**config.mk**
```make
export PLATFORM = sky130hd
export DESIGN_NAME = utf8_break_opportunity_finder_flat
export DESIGN_NICKNAME = d
export VERILOG_FILES = /design/src/design/ubof_pkg.sv /design/src/design/ubof_channels.sv /design/src/design/ubof_scan.sv /design/src/design/ubof_result_fifo.sv /design/src/design/utf8_break_opportunity_finder.sv /design/src/flat_wrapper.sv
export SDC_FILE = /design/constraint.sdc
export NUM_CORES = 1
export LEC_CHECK = 0
export ABC_AREA = 1
export BUFFER_PORTS_ARGS = -buffer_cell sky130_fd_sc_hd__buf_2
export CAP_MARGIN = 20
export CORE_UTILIZATION = 38
export CTS_CLUSTER_SIZE = 20
export DETAILED_ROUTE_END_ITERATION = 10
export PLACE_DENSITY = 0.57
export RECOVER_POWER = 50
export SLEW_MARGIN = 10
export SYNTH_ARGS = -nofsm -noshare
export SYNTH_HDL_FRONTEND = slang
export SYNTH_SLANG_ARGS = --single-unit
```
**constraint.sdc**
```tcl
create_clock -name clk -period 4.4 [get_ports clk]
set_input_delay 0.66 -clock clk [delete_from_list [all_inputs] [get_ports clk]]
set_output_delay 0.66 -clock clk [all_outputs]
set_load 0.005 [all_outputs]
```
**src/design/ubof_pkg.sv**
```systemverilog
`timescale 1ns / 1ps
// Shared constants and types for the UTF-8 break opportunity finder.
// No dependencies; the scanner, the result queue and the top level import this package.
package ubof_pkg;

	// Parameter defaults.
	localparam int MAX_TEXT_BYTES_DEF = 65536;
	localparam int WIDTH_BITS_DEF     = 24;

	// Depth of the result queue; must be a power of two and at least four.
	localparam int QUEUE_DEPTH = 4;

	// Single-byte characters of interest.
	localparam logic [7:0] BYTE_SPACE  = 8'h20;
	localparam logic [7:0] BYTE_TAB    = 8'h09;
	localparam logic [7:0] BYTE_HYPHEN = 8'h2D;

	// Lead byte classes.
	localparam logic [7:0] LEAD2_MASK = 8'hE0;
	localparam logic [7:0] LEAD2_CODE = 8'hC0;
	localparam logic [7:0] LEAD3_MASK = 8'hF0;
	localparam logic [7:0] LEAD3_CODE = 8'hE0;
	localparam logic [7:0] LEAD4_MASK = 8'hF8;
	localparam logic [7:0] LEAD4_CODE = 8'hF0;

	// Soft hyphen U+00AD.
	localparam logic [7:0] SHY_LEAD  = 8'hC2;
	localparam logic [7:0] SHY_TRAIL = 8'hAD;

	// General punctuation block U+2000 and up: E2 80 xx.
	localparam logic [7:0] PUNCT_LEAD   = 8'hE2;
	localparam logic [7:0] PUNCT_MID    = 8'h80;
	localparam logic [7:0] SPACE_FIRST  = 8'h80;
	localparam logic [7:0] SPACE_LAST   = 8'h8A;
	localparam logic [7:0] EN_DASH_LAST = 8'h93;
	localparam logic [7:0] EM_DASH_LAST = 8'h94;

	// Result slots handed from the scanner to the queue in the same cycle.
	// slot1 is only ever set together with slot0.
	typedef struct packed {
		logic slot0;
		logic slot1;
	} push_t;

endpackage

```
**src/design/ubof_channels.sv**
```systemverilog
`timescale 1ns / 1ps
// Valid/ready channel interfaces for text bytes in and break results out.
// Depends on nothing; widths are set by the instantiating level.
interface ubof_in_if #(
	parameter int WIDTH_BITS = 24
) ();
	logic                  valid;
	logic                  ready;
	logic [7:0]            text_byte;
	logic [WIDTH_BITS-1:0] width_through;
	logic                  end_of_text;

	modport source(output valid, text_byte, width_through, end_of_text, input ready);
	modport sink(input valid, text_byte, width_through, end_of_text, output ready);
endinterface

interface ubof_out_if #(
	parameter int OFF_W      = 17,
	parameter int WIDTH_BITS = 24
) ();
	logic                  valid;
	logic                  ready;
	logic [OFF_W-1:0]      break_offset;
	logic [WIDTH_BITS-1:0] width_before;
	logic                  visible_hyphen;
	logic                  last_of_run;

	modport source(output valid, break_offset, width_before, visible_hyphen, last_of_run,
		input ready);
	modport sink(input valid, break_offset, width_before, visible_hyphen, last_of_run,
		output ready);
endinterface

```
**src/design/ubof_scan.sv**
```systemverilog
`timescale 1ns / 1ps
// Input register and per-byte character scanner: tracks the current character,
// the held hyphen break and the byte count, and emits up to two results a word.
// Depends on ubof_pkg and the ubof_in_if channel.
module ubof_scan #(
	parameter int MAX_TEXT_BYTES = ubof_pkg::MAX_TEXT_BYTES_DEF,
	parameter int WIDTH_BITS     = ubof_pkg::WIDTH_BITS_DEF,
	localparam int OFF_W         = $clog2(MAX_TEXT_BYTES + 1)
) (
	input  logic                  clk,
	input  logic                  arst_n,
	ubof_in_if.sink               text,
	input  logic                  room,
	output ubof_pkg::push_t       push,
	output logic [OFF_W-1:0]      s0_offset,
	output logic [WIDTH_BITS-1:0] s0_width,
	output logic                  s0_visible,
	output logic                  s0_last,
	output logic [OFF_W-1:0]      s1_offset,
	output logic [WIDTH_BITS-1:0] s1_width
);
	import ubof_pkg::*;

	// Number of follow-on bytes that a lead byte announces.
	function automatic logic [1:0] lead_extra(input logic [7:0] b);
		logic [1:0] n;
		begin
			n = 2'd0;
			if ((b & LEAD2_MASK) == LEAD2_CODE) begin
				n = 2'd1;
			end else if ((b & LEAD3_MASK) == LEAD3_CODE) begin
				n = 2'd2;
			end else if ((b & LEAD4_MASK) == LEAD4_CODE) begin
				n = 2'd3;
			end
			return n;
		end
	endfunction

	// Input register stage.
	logic                  valid_s1;
	logic [7:0]            byte_s1;
	logic [WIDTH_BITS-1:0] width_s1;
	logic                  eot_s1;

	// Text state.
	logic [OFF_W-1:0]      byte_count_q;
	logic [1:0]            remaining_q;
	logic [1:0]            extra_q;
	logic [15:0]           char_q;
	logic                  pend_q;
	logic [OFF_W-1:0]      pend_off_q;
	logic [WIDTH_BITS-1:0] pend_w_q;

	logic                  fire;
	logic                  count_ok;
	logic [OFF_W-1:0]      new_count;
	logic [1:0]            extra_cur;
	logic [1:0]            remaining_new;
	logic                  done;
	logic                  brk_space;
	logic                  brk_shy;
	logic                  brk_punct;
	logic                  brk;
	logic                  hyph;

	// The stage moves on whenever the queue can take two results.
	assign fire       = valid_s1 && room;
	assign text.ready = !valid_s1 || room;

	always_ff @(posedge clk or negedge arst_n) begin
		if (!arst_n) begin
			valid_s1 <= 1'b0;
		end else if (text.valid && text.ready) begin
			valid_s1 <= 1'b1;
		end else if (fire) begin
			valid_s1 <= 1'b0;
		end
	end

	always_ff @(posedge clk) begin
		if (text.valid && text.ready) begin
			byte_s1  <= text.text_byte;
			width_s1 <= text.width_through;
			eot_s1   <= text.end_of_text;
		end
	end

	// Character assembly and classification.
	always_comb begin
		count_ok  = byte_count_q < OFF_W'(MAX_TEXT_BYTES);
		new_count = byte_count_q + OFF_W'(1);
		if (remaining_q == 2'd0) begin
			extra_cur     = lead_extra(byte_s1);
			remaining_new = extra_cur;
		end else begin
			extra_cur     = extra_q;
			remaining_new = remaining_q - 2'd1;
		end
		done = count_ok && (remaining_new == 2'd0);

		brk_space = done && (extra_cur == 2'd0)
			&& ((byte_s1 == BYTE_SPACE) || (byte_s1 == BYTE_TAB));
		hyph = done && (extra_cur == 2'd0) && (byte_s1 == BYTE_HYPHEN)
			&& (byte_count_q != '0) && !eot_s1;
		brk_shy = done && (extra_cur == 2'd1) && (char_q[7:0] == SHY_LEAD)
			&& (byte_s1 == SHY_TRAIL);
		brk_punct = done && (extra_cur == 2'd2) && (char_q == {PUNCT_LEAD, PUNCT_MID})
			&& (((byte_s1 >= SPACE_FIRST) && (byte_s1 <= SPACE_LAST))
			|| (byte_s1 == EN_DASH_LAST) || (byte_s1 == EM_DASH_LAST));
		brk = brk_space || brk_shy || brk_punct;
	end

	// Result slots: a held hyphen break goes first, then this byte's break.
	always_comb begin
		push.slot0 = fire && (pend_q || brk);
		push.slot1 = fire && pend_q && brk;
		if (pend_q) begin
			s0_offset  = pend_off_q;
			s0_width   = pend_w_q;
			s0_visible = 1'b0;
			s0_last    = !brk;
		end else begin
			s0_offset  = new_count;
			s0_width   = width_s1;
			s0_visible = brk_shy;
			s0_last    = 1'b1;
		end
		s1_offset = new_count;
		s1_width  = width_s1;
	end

	// Control state update; end of text returns everything to reset.
	always_ff @(posedge clk or negedge arst_n) begin
		if (!arst_n) begin
			byte_count_q <= '0;
			remaining_q  <= 2'd0;
			extra_q      <= 2'd0;
			pend_q       <= 1'b0;
		end else if (fire) begin
			if (eot_s1) begin
				byte_count_q <= '0;
				remaining_q  <= 2'd0;
				extra_q      <= 2'd0;
				pend_q       <= 1'b0;
			end else begin
				pend_q <= hyph;
				if (count_ok) begin
					byte_count_q <= new_count;
					remaining_q  <= remaining_new;
					extra_q      <= extra_cur;
				end
			end
		end
	end

	// Character bytes and the held break payload.
	always_ff @(posedge clk) begin
		if (fire && count_ok) begin
			if (remaining_q == 2'd0) begin
				char_q <= {8'h00, byte_s1};
			end else begin
				char_q <= {char_q[7:0], byte_s1};
			end
		end
		if (fire && hyph) begin
			pend_off_q <= new_count;
			pend_w_q   <= width_s1;
		end
	end

	// A finished text leaves no count and no held break behind.
	a_eot_clears: assert property (@(posedge clk) disable iff (!arst_n)
		fire && eot_s1 |=> (byte_count_q == '0) && !pend_q && (remaining_q == 2'd0))
		else $error("state not cleared after end of text");

	// The byte count never passes the text limit.
	a_count_bound: assert property (@(posedge clk) disable iff (!arst_n)
		byte_count_q <= OFF_W'(MAX_TEXT_BYTES))
		else $error("byte count beyond limit");

	// A held hyphen is released by the very next processed byte.
	a_pend_release: assert property (@(posedge clk) disable iff (!arst_n)
		fire && pend_q |-> push.slot0 && (s0_offset == pend_off_q))
		else $error("held hyphen break not released");

endmodule

```
**src/design/ubof_result_fifo.sv**
```systemverilog
`timescale 1ns / 1ps
// Small result queue: takes up to two results a cycle, delivers one a cycle while ready.
// Depends on ubof_pkg and the ubof_out_if channel.
module ubof_result_fifo #(
	parameter int MAX_TEXT_BYTES = ubof_pkg::MAX_TEXT_BYTES_DEF,
	parameter int WIDTH_BITS     = ubof_pkg::WIDTH_BITS_DEF,
	localparam int OFF_W         = $clog2(MAX_TEXT_BYTES + 1)
) (
	input  logic                  clk,
	input  logic                  arst_n,
	input  ubof_pkg::push_t       push,
	input  logic [OFF_W-1:0]      s0_offset,
	input  logic [WIDTH_BITS-1:0] s0_width,
	input  logic                  s0_visible,
	input  logic                  s0_last,
	input  logic [OFF_W-1:0]      s1_offset,
	input  logic [WIDTH_BITS-1:0] s1_width,
	output logic                  room,
	ubof_out_if.source            breaks
);
	import ubof_pkg::*;

	localparam int PTR_W = $clog2(QUEUE_DEPTH);
	localparam int CNT_W = $clog2(QUEUE_DEPTH + 1);

	logic [OFF_W-1:0]      off_q   [QUEUE_DEPTH];
	logic [WIDTH_BITS-1:0] width_q [QUEUE_DEPTH];
	logic                  vis_q   [QUEUE_DEPTH];
	logic                  last_q  [QUEUE_DEPTH];
	logic [PTR_W-1:0]      wr_ptr_q;
	logic [PTR_W-1:0]      rd_ptr_q;
	logic [CNT_W-1:0]      count_q;
	logic                  pop;
	logic [PTR_W-1:0]      wr_next;

	assign pop     = breaks.valid && breaks.ready;
	assign wr_next = wr_ptr_q + PTR_W'(1);
	assign room    = count_q <= CNT_W'(QUEUE_DEPTH - 2);

	// Head of queue drives the channel.
	assign breaks.valid          = count_q != '0;
	assign breaks.break_offset   = off_q[rd_ptr_q];
	assign breaks.width_before   = width_q[rd_ptr_q];
	assign breaks.visible_hyphen = vis_q[rd_ptr_q];
	assign breaks.last_of_run    = last_q[rd_ptr_q];

	// Entry writes; the second slot is always a plain closing break.
	always_ff @(posedge clk) begin
		if (push.slot0) begin
			off_q[wr_ptr_q]   <= s0_offset;
			width_q[wr_ptr_q] <= s0_width;
			vis_q[wr_ptr_q]   <= s0_visible;
			last_q[wr_ptr_q]  <= s0_last;
		end
		if (push.slot1) begin
			off_q[wr_next]   <= s1_offset;
			width_q[wr_next] <= s1_width;
			vis_q[wr_next]   <= 1'b0;
			last_q[wr_next]  <= 1'b1;
		end
	end

	// Pointers and fill count.
	always_ff @(posedge clk or negedge arst_n) begin
		if (!arst_n) begin
			wr_ptr_q <= '0;
			rd_ptr_q <= '0;
			count_q  <= '0;
		end else begin
			wr_ptr_q <= wr_ptr_q + PTR_W'(push.slot0) + PTR_W'(push.slot1);
			rd_ptr_q <= rd_ptr_q + PTR_W'(pop);
			count_q  <= count_q + CNT_W'(push.slot0) + CNT_W'(push.slot1) - CNT_W'(pop);
		end
	end

	// Pushes only arrive while there is space for two.
	a_no_overflow: assert property (@(posedge clk) disable iff (!arst_n)
		push.slot0 |-> count_q <= CNT_W'(QUEUE_DEPTH - 2))
		else $error("result queue overflow");

	// The second slot never arrives alone.
	a_slot_order: assert property (@(posedge clk) disable iff (!arst_n)
		push.slot1 |-> push.slot0)
		else $error("second result without first");

	// A stalled head word stays put until the receiver takes it.
	a_head_hold: assert property (@(posedge clk) disable iff (!arst_n)
		breaks.valid && !breaks.ready |=> breaks.valid && $stable(breaks.break_offset)
		&& $stable(breaks.width_before) && $stable(breaks.last_of_run))
		else $error("head word changed while stalled");

endmodule

```
**src/design/utf8_break_opportunity_finder.sv**
```systemverilog
`timescale 1ns / 1ps
// UTF-8 line-break opportunity finder, top level.
// Instantiates ubof_scan and ubof_result_fifo; uses ubof_pkg and the channel interfaces.
//
// Usage:
//   text   : one UTF-8 byte per word with the measured width through that byte and an
//            end-of-text flag on the final byte of each text.
//   breaks : one word per break opportunity: offset just after the breakable character,
//            width through it, a visible-hyphen flag and a flag on the last word caused
//            by a given input byte.
// An accepted byte is held in the input register; its results are then written into
// the result queue, whose head drives the break channel. One byte is accepted every
// cycle while the queue has room for two words. A byte that releases a held hyphen break
// and also breaks itself gives two words, which leave one per cycle from a four-entry
// result queue; the input register waits whenever the queue holds more than two words,
// so the two-word case and receiver stalls back-pressure the text channel without loss.
// Reset clears the byte count, the character state, the held break and the queue.
// End of text returns the character state to reset after its byte is processed.
module utf8_break_opportunity_finder #(
	parameter int MAX_TEXT_BYTES = ubof_pkg::MAX_TEXT_BYTES_DEF,
	parameter int WIDTH_BITS     = ubof_pkg::WIDTH_BITS_DEF
) (
	input  logic       clk,
	input  logic       arst_n,
	ubof_in_if.sink    text,
	ubof_out_if.source breaks
);
	import ubof_pkg::*;

	localparam int OFF_W = $clog2(MAX_TEXT_BYTES + 1);

	push_t                 push;
	logic                  room;
	logic [OFF_W-1:0]      s0_offset;
	logic [WIDTH_BITS-1:0] s0_width;
	logic                  s0_visible;
	logic                  s0_last;
	logic [OFF_W-1:0]      s1_offset;
	logic [WIDTH_BITS-1:0] s1_width;

	// Byte scanner and break classification.
	ubof_scan #(
		.MAX_TEXT_BYTES(MAX_TEXT_BYTES),
		.WIDTH_BITS(WIDTH_BITS)
	) u_scan (
		.clk(clk),
		.arst_n(arst_n),
		.text(text),
		.room(room),
		.push(push),
		.s0_offset(s0_offset),
		.s0_width(s0_width),
		.s0_visible(s0_visible),
		.s0_last(s0_last),
		.s1_offset(s1_offset),
		.s1_width(s1_width)
	);

	// Result queue toward the receiver.
	ubof_result_fifo #(
		.MAX_TEXT_BYTES(MAX_TEXT_BYTES),
		.WIDTH_BITS(WIDTH_BITS)
	) u_fifo (
		.clk(clk),
		.arst_n(arst_n),
		.push(push),
		.s0_offset(s0_offset),
		.s0_width(s0_width),
		.s0_visible(s0_visible),
		.s0_last(s0_last),
		.s1_offset(s1_offset),
		.s1_width(s1_width),
		.room(room),
		.breaks(breaks)
	);

endmodule

```
**src/flat_wrapper.sv**
```systemverilog
// flat-port wrapper written by rule: the top's interface ports become plain ports
module utf8_break_opportunity_finder_flat import ubof_pkg::*;
#(
	parameter int MAX_TEXT_BYTES = ubof_pkg::MAX_TEXT_BYTES_DEF,
	parameter int WIDTH_BITS     = ubof_pkg::WIDTH_BITS_DEF
)
  (clk, arst_n, text_valid, text_text_byte, text_width_through, text_end_of_text, text_ready, breaks_valid, breaks_break_offset, breaks_width_before, breaks_visible_hyphen, breaks_last_of_run, breaks_ready);
  ubof_in_if #(.WIDTH_BITS(WIDTH_BITS)) text_i ();
  ubof_out_if #(.OFF_W((17)), .WIDTH_BITS(WIDTH_BITS)) breaks_i ();
  input  logic clk;
  input  logic arst_n;
  input wire logic [$bits(text_i.valid)-1:0] text_valid;
  input wire logic [$bits(text_i.text_byte)-1:0] text_text_byte;
  input wire logic [$bits(text_i.width_through)-1:0] text_width_through;
  input wire logic [$bits(text_i.end_of_text)-1:0] text_end_of_text;
  output wire logic [$bits(text_i.ready)-1:0] text_ready;
  output wire logic [$bits(breaks_i.valid)-1:0] breaks_valid;
  output wire logic [$bits(breaks_i.break_offset)-1:0] breaks_break_offset;
  output wire logic [$bits(breaks_i.width_before)-1:0] breaks_width_before;
  output wire logic [$bits(breaks_i.visible_hyphen)-1:0] breaks_visible_hyphen;
  output wire logic [$bits(breaks_i.last_of_run)-1:0] breaks_last_of_run;
  input wire logic [$bits(breaks_i.ready)-1:0] breaks_ready;
  assign text_i.valid = text_valid;
  assign text_i.text_byte = text_text_byte;
  assign text_i.width_through = text_width_through;
  assign text_i.end_of_text = text_end_of_text;
  assign text_ready = text_i.ready;
  assign breaks_valid = breaks_i.valid;
  assign breaks_break_offset = breaks_i.break_offset;
  assign breaks_width_before = breaks_i.width_before;
  assign breaks_visible_hyphen = breaks_i.visible_hyphen;
  assign breaks_last_of_run = breaks_i.last_of_run;
  assign breaks_i.ready = breaks_ready;
  utf8_break_opportunity_finder #(.MAX_TEXT_BYTES(MAX_TEXT_BYTES), .WIDTH_BITS(WIDTH_BITS)) u_core (.clk(clk), .arst_n(arst_n), .text(text_i), .breaks(breaks_i));
endmodule
```
==> tab_implementation.tex <==
\begin{tabular}{lr}
\hline
Metric & Value \\
\hline
\multicolumn{2}{l}{\textbf{STA}} \\
Minimum setup slack in the final design & 0.781 ns \\
Final slew viol count & 84 \\
Clk\_skew & 0.0181 ns \\
Worst relative slew slack & -23.7\% \\
Final clock period utilization by the worst path & 82.2\% \\
Hold slack final & 0.323 ns \\
Slew at the pin with the worst max-slew slack & 1.85 ns \\
Time the worst path needs with I/O delays and setup & roughly 3.6 ns \\
Number of endpoints with negative hold slack in the final report & 0 \\
Summed negative setup slack over all endpoints & 0 ns \\
Highest clock frequency the design can meet & 276 MHz \\
Setup repair after global routing missed its margin & false \\
Final setup viols & 0 \\
\multicolumn{2}{l}{\textbf{Logic synthesis}} \\
Most area-consuming cells after synthesis & edfxtp\_1 55\%, nand2\_1 8.2\%, o21ai\_0 6.3\% \\
Number of cells produced by synthesis & 1375 \\
Number of unique standard cell types used by synthesis & 44 \\
Most common library cells after synthesis & 303 x nand2\_1, 254 x edfxtp\_1, 175 x o21ai\_0, 129 x nor2\_1, 105 x inv\_1 \\
Most used standard cell by instance count after synthesis & nand2\_1 \\
Number of synthesized register bits & roughly 290 \\
Number of warning messages in the yosys log & 0 \\
Sequential element share of the synthesized area & between 60\% and 70\% \\
Number of synthesized flops with an enable pin & 254 \\
Async set-or-reset flop fraction in the synthesized netlist & 10.3\% \\
Post-synth top flop & edfxtp\_1 \\
Nets in the synthesized netlist & 1420 \\
Post-synthesis instance area & 0.0139 mm\^{}2 \\
Proportion of netlist area held by the largest area contributor & 55.1\% \\
Syn avg cell area & between 10 and 15 um\^{}2 \\
Library cell occupying the most area in the post-synthesis netlist & edfxtp\_1 \\
\multicolumn{2}{l}{\textbf{Clock tree}} \\
Root buf cell & clkbuf\_16 \\
Number of buffers inserted to repair setup after CTS & 0 \\
Clock sink count & 292 \\
CTS clock-pin slew for the worst setup and hold paths & 0.06 ns \\
Number of buffers inserted for hold repair after clock tree synthesis & 0 \\
Deepest level of the CTS H-tree & 2 \\
Clock latency on the worst-skew pair & 0.51 ns \\
Cts repair resizes & 0 \\
Total CTS buffers & 34 \\
TritonCTS clock tree & yes \\
Longest Clk Path Bufs & 3 \\
\multicolumn{2}{l}{\textbf{Placement}} \\
Worst Setup Slack post-DPL & 1.23 ns \\
Instance area after placement & 0.0146 mm\^{}2 \\
Port-buffer cells & about 80 \\
Post-DP HPWL & between 20 and 25 mm \\
GP Congestion & 0.834 \\
\multicolumn{2}{l}{\textbf{Die}} \\
IO Pins & 82 \\
Starting density of the core & 38.8\% \\
Die footprint & between 0.03 and 0.04 mm\^{}2 \\
Core area & between 0.03 and 0.04 mm\^{}2 \\
Horizontal die dimension & 193 um \\
Die outline height & 193 um \\
Number of rows created at floorplan & 69 \\
\multicolumn{2}{l}{\textbf{Run status}} \\
Status & finished with violations \\
Failing checks & design-rule violations, max-capacitance violations, max-slew violations \\
\multicolumn{2}{l}{\textbf{Global route}} \\
Total global routing overflow & 0 \\
Wire length of the first global-routing pass & 51.9 mm \\
Maximum number of pins on one net before global-route repair & a little under 90 \\
Vias in the first global route & slightly below 10000 \\
Antenna violations before repair & 0 \\
Overall Global Routing Usage & 17.8\% \\
\multicolumn{2}{l}{\textbf{Critical path}} \\
Max FO, Critical Path & 36 \\
Required time reported for the critical path endpoint & 3.74 ns \\
Arrival time worst endpoint & 2.96 ns \\
Startpoint type of the worst setup path & register \\
Crit end category & primary output \\
Kind of critical path & reg2out \\
\multicolumn{2}{l}{\textbf{Pwr}} \\
Power per cell area & 555 mW/mm\^{}2 \\
Highest ir drop seen on vdd & 0.000552 V \\
Leak pwr & 5.99 nW \\
\multicolumn{2}{l}{\textbf{Detailed routing}} \\
Total Routed Length & 32.6 mm \\
Number of iterations in the first detailed-routing pass & 8 \\
DRC errors left & 7 \\
Average detailed-routed wire length per instance & roughly 17 um \\
Antenna viol nets, final & 0 \\
DR vias & 10000 \\
Detailed-route vias per instance & 5.20 \\
Starting DRT DRC Count & 651 \\
\multicolumn{2}{l}{\textbf{Run}} \\
Max Cap Violations & 3 \\
\multicolumn{2}{l}{\textbf{Final layout}} \\
Antenna diode count & 0 \\
Fraction of final layout cells sized beyond drive strength 1 & around 13\% \\
Final net count & 1487 \\
Utilization after layout & 43.6\% \\
Area overhead of the layout relative to synthesis & 12.5\% \\
Design area & 0.0156 mm\^{}2 \\
Fill count & 3506 \\
\multicolumn{2}{l}{\textbf{Hold path}} \\
Class of the tightest hold or removal check & in2reg \\
\hline
\end{tabular}
flip-flops by register name (all words and copies together), names as in the netlist, 2 cells and up:
register / flops
u_core.u_fifo.rd_ptr_q: 2
u_core.u_fifo.wr_ptr_q: 2
u_core.u_scan.char_q: 16
u_core.u_scan.pend_off_q: 17
u_core.u_scan.extra_q: 2
u_core.u_scan.byte_count_q: 17
u_core.u_scan.pend_w_q: 24
u_core.u_scan.s1_width: 24
u_core.u_scan.remaining_q: 2
u_core.u_fifo.last_q: 4
u_core.u_fifo.off_q: 68
u_core.u_scan.byte_s1: 8
u_core.u_fifo.count_q: 3
u_core.u_fifo.vis_q: 4
u_core.u_fifo.width_q: 96
worst max-delay path, cell delays in order (launching register included):
cell and delay, ns:
dfrtp_2 0.40, inv_1 0.93, buf_4 0.44, nor2_1 0.07, o22ai_1 0.39, buf_2 0.20
placed cells by master (no fill, tap or decap), types with 28 or more instances in the layout:
master	n
nand3_1	30
o21ai_1	81
buf_2	70
clkbuf_16	35
edfxtp_1	254
nand2_1	299
nor2_1	130
o22ai_1	55
dfrtp_1	28
inv_1	107
o21ai_0	199
worst paths after layout:
kind / slack, ns / end / startpoint / cells past startpoint
max: 0.78 / breaks_break_offset[10] / u_core.u_fifo.rd_ptr_q[0] / 5
min: 0.32 / u_core.u_scan.byte_s1[2] / text_text_byte[2] / 1
max reg2reg: 0.78 / u_core.u_fifo.off_q[2][7] / u_core.u_scan.remaining_q[1] / 11
min reg2reg: 0.45 / u_core.u_scan.pend_w_q[2] / u_core.u_scan.s1_width[2] / 0
max in group asynchronous: 2.64 / u_core.u_scan.pend_q / arst_n / 1
min in group asynchronous: 0.61 / u_core.u_fifo.count_q[2] / arst_n / 1
routing by layer:
layer | share of wire (%) | track usage, % | wire, um
met4 | 2.4 | 5.71 | 793
met5 | 0 | 0 | 0
met3 | 4.9 | 2.61 | 1610
met1 | 46 | 24.3 | 14900
met2 | 47 | 29.3 | 15300
report_power, final:
| group | leakage, nW | internal (mW) | switching [mW] |
|---|---|---|---|
| logic | 2.69 | 0.761 | 1.67 |
| clock network | 0.523 | 1.64 | 1.08 |
| registers | 2.77 | 3.36 | 0.133 |
cells by family (layout without fill, tap and decap cells):
logic type                 Yosys count  after routing  synth area share (%)
DFF                                292            292                  61.6
AOI/OAI and AO/OA                  360            360                  14.2
xor gates and xnor gates            10             10                 0.632
adders and majority gates            8              8                 0.885
muxes                                1              1                0.0723
and+or+nand+nor                    519            519                  16.4
buffers and inverters              185            277                  6.16
final cells by class:
type	instances	area, um^2	area share (%)
multi-input cells	898	4420	28.4
well taps	461	577	3.70
clock buffers	46	917	5.89
inverters	114	428	2.75
repair buffers	102	542	3.48
clock inverters	15	153	0.980
flip-flops and latches	292	8540	54.8
stage by stage:
| stage | cells | total power, mW |
|---|---|---|
| finish | 1928 | 8.64 |
| global route | 1928 | 9.17 |
| CTS | 1928 | 8.80 |
| detailed placement | 1867 | 6.06 |
| global placement | 1867 | 6.01 |
| floorplan | 1375 | 5.10 |
No activity file was read; power rests on OpenSTA's default activity.
